`src/sv/metropolis_site_update_macros.svh`:
```
// Assertion macros for the Metropolis site update block.
// Used by the top level; expects clk and rst_n in scope.
`ifndef METROPOLIS_SITE_UPDATE_MACROS_SVH
`define METROPOLIS_SITE_UPDATE_MACROS_SVH

// condition holds on every edge out of reset
`define MSU_ASSERT_ALWAYS(label, cond, msg) \
    label: assert property (@(posedge clk) disable iff (!rst_n) (cond)) else $error(msg);

// consequent holds at the next edge after the antecedent
`define MSU_ASSERT_NEXT(label, ante, cons, msg) \
    label: assert property (@(posedge clk) disable iff (!rst_n) (ante) |=> (cons)) else $error(msg);

`endif

```
`src/sv/msu_ram.sv`:
```
// Generic single-write, single-read RAM with registered read data.
// No dependencies.
`timescale 1ns / 1ps

module msu_ram #(
    parameter int WIDTH = 8,
    parameter int DEPTH = 256
) (
    input  logic                     clk,
    input  logic                     we,
    input  logic [$clog2(DEPTH)-1:0] waddr,
    input  logic [WIDTH-1:0]         wdata,
    input  logic                     re,
    input  logic [$clog2(DEPTH)-1:0] raddr,
    output logic [WIDTH-1:0]         rdata
);

    logic [WIDTH-1:0] mem [DEPTH];

    always_ff @(posedge clk)
    begin
        if (we)
        begin
            mem[waddr] <= wdata;
        end
        if (re)
        begin
            rdata <= mem[raddr];
        end
    end

endmodule

```
`config.mk`:
```
export PLATFORM = sky130hd
export DESIGN_NAME = msu_ram
export DESIGN_NICKNAME = d
export VERILOG_FILES = /design/src/sv/metropolis_site_update_macros.svh /design/src/sv/msu_ram.sv
export SDC_FILE = /design/constraint.sdc
export NUM_CORES = 2
export LEC_CHECK = 0
export BUFFER_PORTS_ARGS = -buffer_cell sky130_fd_sc_hd__buf_2
export CAP_MARGIN = 20
export CORE_ASPECT_RATIO = 1.25
export CORE_MARGIN = 1.5
export CORE_UTILIZATION = 61
export DETAILED_ROUTE_END_ITERATION = 7
export PLACE_DENSITY = 0.74
export SLEW_MARGIN = 10
export SYNTH_ARGS = -nofsm -noshare
export SYNTH_HDL_FRONTEND = slang
export SYNTH_SLANG_ARGS = --single-unit
```
`constraint.sdc`:
```
create_clock -name clk -period 3.9 [get_ports clk]
set_clock_uncertainty 0.1 [all_clocks]
set_input_delay 0.39 -clock clk [delete_from_list [all_inputs] [get_ports clk]]
set_output_delay 0.39 -clock clk [all_outputs]
set_load 0.01 [all_outputs]
```
==> results.md <==
- Tmin final: 3.25 ns
- WL final: 193000 um
- Gpl congestion: about 0.9
- Antenna-violating nets left: 0
- Required time of the critical path: between 4 and 5 ns
- Net Switching: 9.35 mW
- Clk Latency, worst-skew pair: 0.83 ns
- Final setup TNS: 0 ns
- Post-Syn Nets: roughly 3800
- Max-slew headroom: 0.247
- Max rail drop VDD: between 0.3 and 0.4 mV
- Clock slew at reported path FFs: roughly 0.060 ns
- Non-filler cells, final: about 5800
- Final Cell Area: between 0.08 and 0.09 mm^2
- Post-CTS sizing: 0
- WHS Endpoint: mem[121][4]
- Die ar.: 0.133 mm^2
- Sequential share of the synthesized area: 0.775
- Drt initial violations: 5400
- Yosys reg bits: between 2000 and 2500
- Area added between synthesis and finish: 11.5%
- CTS Buf Count: roughly 180
- Top post-synthesis cells by count: edfxtp_1 (2056), mux4_2 (454), nor2_1 (282), mux2i_1 (134), a22oi_1 (133)
- Top-count cell post-synth: edfxtp_1
- Initial antenna violation count: 10
- I/O Buffers: 34
- Part of the power in registers: 0.549
- Comb power frac: 0.052
- Fraction of registers with async set or reset after synthesis: 0
- Min-Delay Path Class: input pin to register
- CTS Buffer Depth: 3
- Clock group share of total power: 0.400
- Post-route DRC: 0
- Core footprint: 0.130 mm^2
- CP Capture Type: register
- Reg area: around 0.06 mm^2
- Ys flop type: edfxtp_1
- Number of vias per cell: ~6.8
- Final hold violations: 1
- CTS HTree Levels: 4
- Reg-to-reg slack, setup: 0.65 ns
- Mapped Area: between 0.07 and 0.08 mm^2
- Worst-Margin Slew: roughly 1.1 ns
- Placed insts: approximately 5500
- Largest net degree at the start of global routing: ~130
- DIE HEIGHT: between 400 and 500 um
- First-pass GRT wire length: approximately 280000 um
- Initial cell density of the core: 0.613
- FF-to-FF Start: mem[82][3]
- Area share of the largest cell type after synthesis: 0.775
- DR vias: around 40000
- Sw Ratio: 0.210
- Pwr Density: between 500 and 600 mW/mm^2
- Leakage: ~28 nW
- Io pins: 35
- Proportion of layout cells with a drive suffix above 1: 0.242
- Total power: between 40 and 50 mW
- Pint: 35.1 mW
- Worst Setup Start Kind: register
- Number of cells on the worst reg-to-reg path: 6
- Worst R2R End: rdata[3]
- Final setup vio count: 0
- Post-synth EDFFs: 2056
- Hold Path Depth: 1
- Area contributors post-synth: edfxtp_1 (78%), mux4_2 (13%), mux2i_1 (1.7%), nor2_1 (1.3%), a22oi_1 (1.3%)
- Failing checks: negative hold slack
- Total global routing overflow: 0
- Peak Freq: a little over 300 MHz
- Synth unique cells: 54
- Synthesized instance count: roughly 3700
- Synth warnings: 0
- Placement-stage cell area: about 0.083 mm^2
- WL/cell: roughly 33 um
- CP arrival: 3.68 ns
- CTS tree: yes
- Fillers: a little under 8000
- Die X: around 330 um
- Num rows: 148
- Tcrit/Tclk final: 0.833
- Clk sink count: between 2000 and 2500
- Post-CTS setup buffers: 0
- Post-CTS Hold Buffers: 1
- GRT Overall Usage: 0.296
- TritonRoute pass-1 iters: 6
- RSZ-0062 raised after global routing: false
- Max Slew Vio Count: 0
- Max-cap viol count: 0
- Multi-input logic area: 0.0165 mm^2
- Nets: 3985
- Peak fanout along the critical path: 1
- Yosys top cell by area: edfxtp_1
- Vias in the first global route: between 30000 and 40000
- Critical hold path startpoint: wdata[4]
- Hold WS: -0.000614 ns
- Root Buffer: clkbuf_16
- Worst setup path class: register to register
- Run status: complete, but fails checks
- Syn avg cell area: between 20 and 25 um^2
- HPWL Detailed: 123000 um
-- critical path, cell delays in order, from the launching register on --
cell,delay [ns]
edfxtp_1,0.37
mux4_2,0.49
a22o_1,0.30
a221oi_1,0.42
o32ai_1,0.36
nor3_1,0.76
nor4_1,0.16
-- per-stage QoR --
step / setup slack [ns] / util / hold WS, ns
after global placement: -0.351 / 0.638 / 0.807
after floorplan: 1.33 / - / 0.389
after detailed placement: -0.00970 / 0.639 / 0.807
after global routing: 0.606 / 0.684 / 0.00772
final: 0.651 / 0.684 / -0.000614
after CTS: 0.658 / 0.684 / 0.00848
-- power groups by stage --
stage | Sequential (mW) | Clock (mW) | Combinational (mW)
2_1_floorplan | 24.9 | 0 | 1.18
3_3_place_gp | 24.9 | 0 | 2.23
3_5_place_dp | 24.9 | 0 | 2.27
4_1_cts | 24.4 | 17.9 | 2.28
5_1_grt | 24.4 | 18.7 | 2.39
6_report | 24.4 | 17.8 | 2.30
-- layout by cell type, fill, tap and decap left out, types with 6 or more instances in the layout --
master	Yosys	final
edfxtp_1	2056	2056
mux4_2	454	454
nor2_1	282	279
buf_4	27	198
clkbuf_16	0	185
mux2i_1	134	134
a22oi_1	133	133
a21oi_1	96	96
clkinv_1	1	48
o221ai_1	46	46
clkbuf_1	111	38
buf_12	8	38
nand3_1	34	34
nand2_1	33	33
o22ai_1	28	28
nor2b_1	31	28
clkinv_2	0	27
buf_2	31	26
nor3_1	22	22
nor4_1	24	22
bufinv_16	0	18
a211oi_1	16	16
a221oi_1	13	13
nand4_1	10	10
o211ai_1	10	10
o21ai_0	10	10
nand2b_1	8	8
a22o_1	8	8
and2_1	6	6
inv_6	0	6
-- cell families after synthesis --
family	synth area share
AO/OA/AOI/OAI	0.0342
flip-flops	0.775
buffers and inverters	0.0183
multiplexers	0.146
AND/OR/NAND/NOR	0.0263
-- cell type report --
type,count,share of cell area
Sequential cell,2056,0.695
Multi-Input combinational cell,1442,0.186
Clock buffer,223,0.0537
Timing Repair Buffer,273,0.0285
Tap cell,1725,0.0243
Clock inverter,108,0.0121
Antenna cell,4,0.000113
Inverter,2,0.0000845
-- flip-flops by register name (all words and copies together) (netlist names) --
signal and cells:
rdata 8, mem 2048
-- per-layer routing --
layer,share of wire,track usage
met4,0.051,0.138
met1,0.35,0.385
met3,0.096,0.0630
met5,0.00039,0
met2,0.50,0.486
-- worst max path at each step --
| stage | from | end | slack (ns) | depth (start not counted) |
|---|---|---|---|---|
| 3_5_place_dp | raddr[0] | rdata[5] | -0.01 | 8 |
| 6_report | mem[82][3] | rdata[3] | 0.65 | 6 |
| 2_1_floorplan | raddr[0] | rdata[2] | 1.33 | 9 |
| 5_1_grt | mem[82][3] | rdata[3] | 0.61 | 6 |
| 4_1_cts | mem[83][5] | rdata[5] | 0.66 | 6 |
| 3_3_place_gp | raddr[0] | rdata[2] | -0.35 | 8 |
No activity file was read; power rests on OpenSTA's default activity.
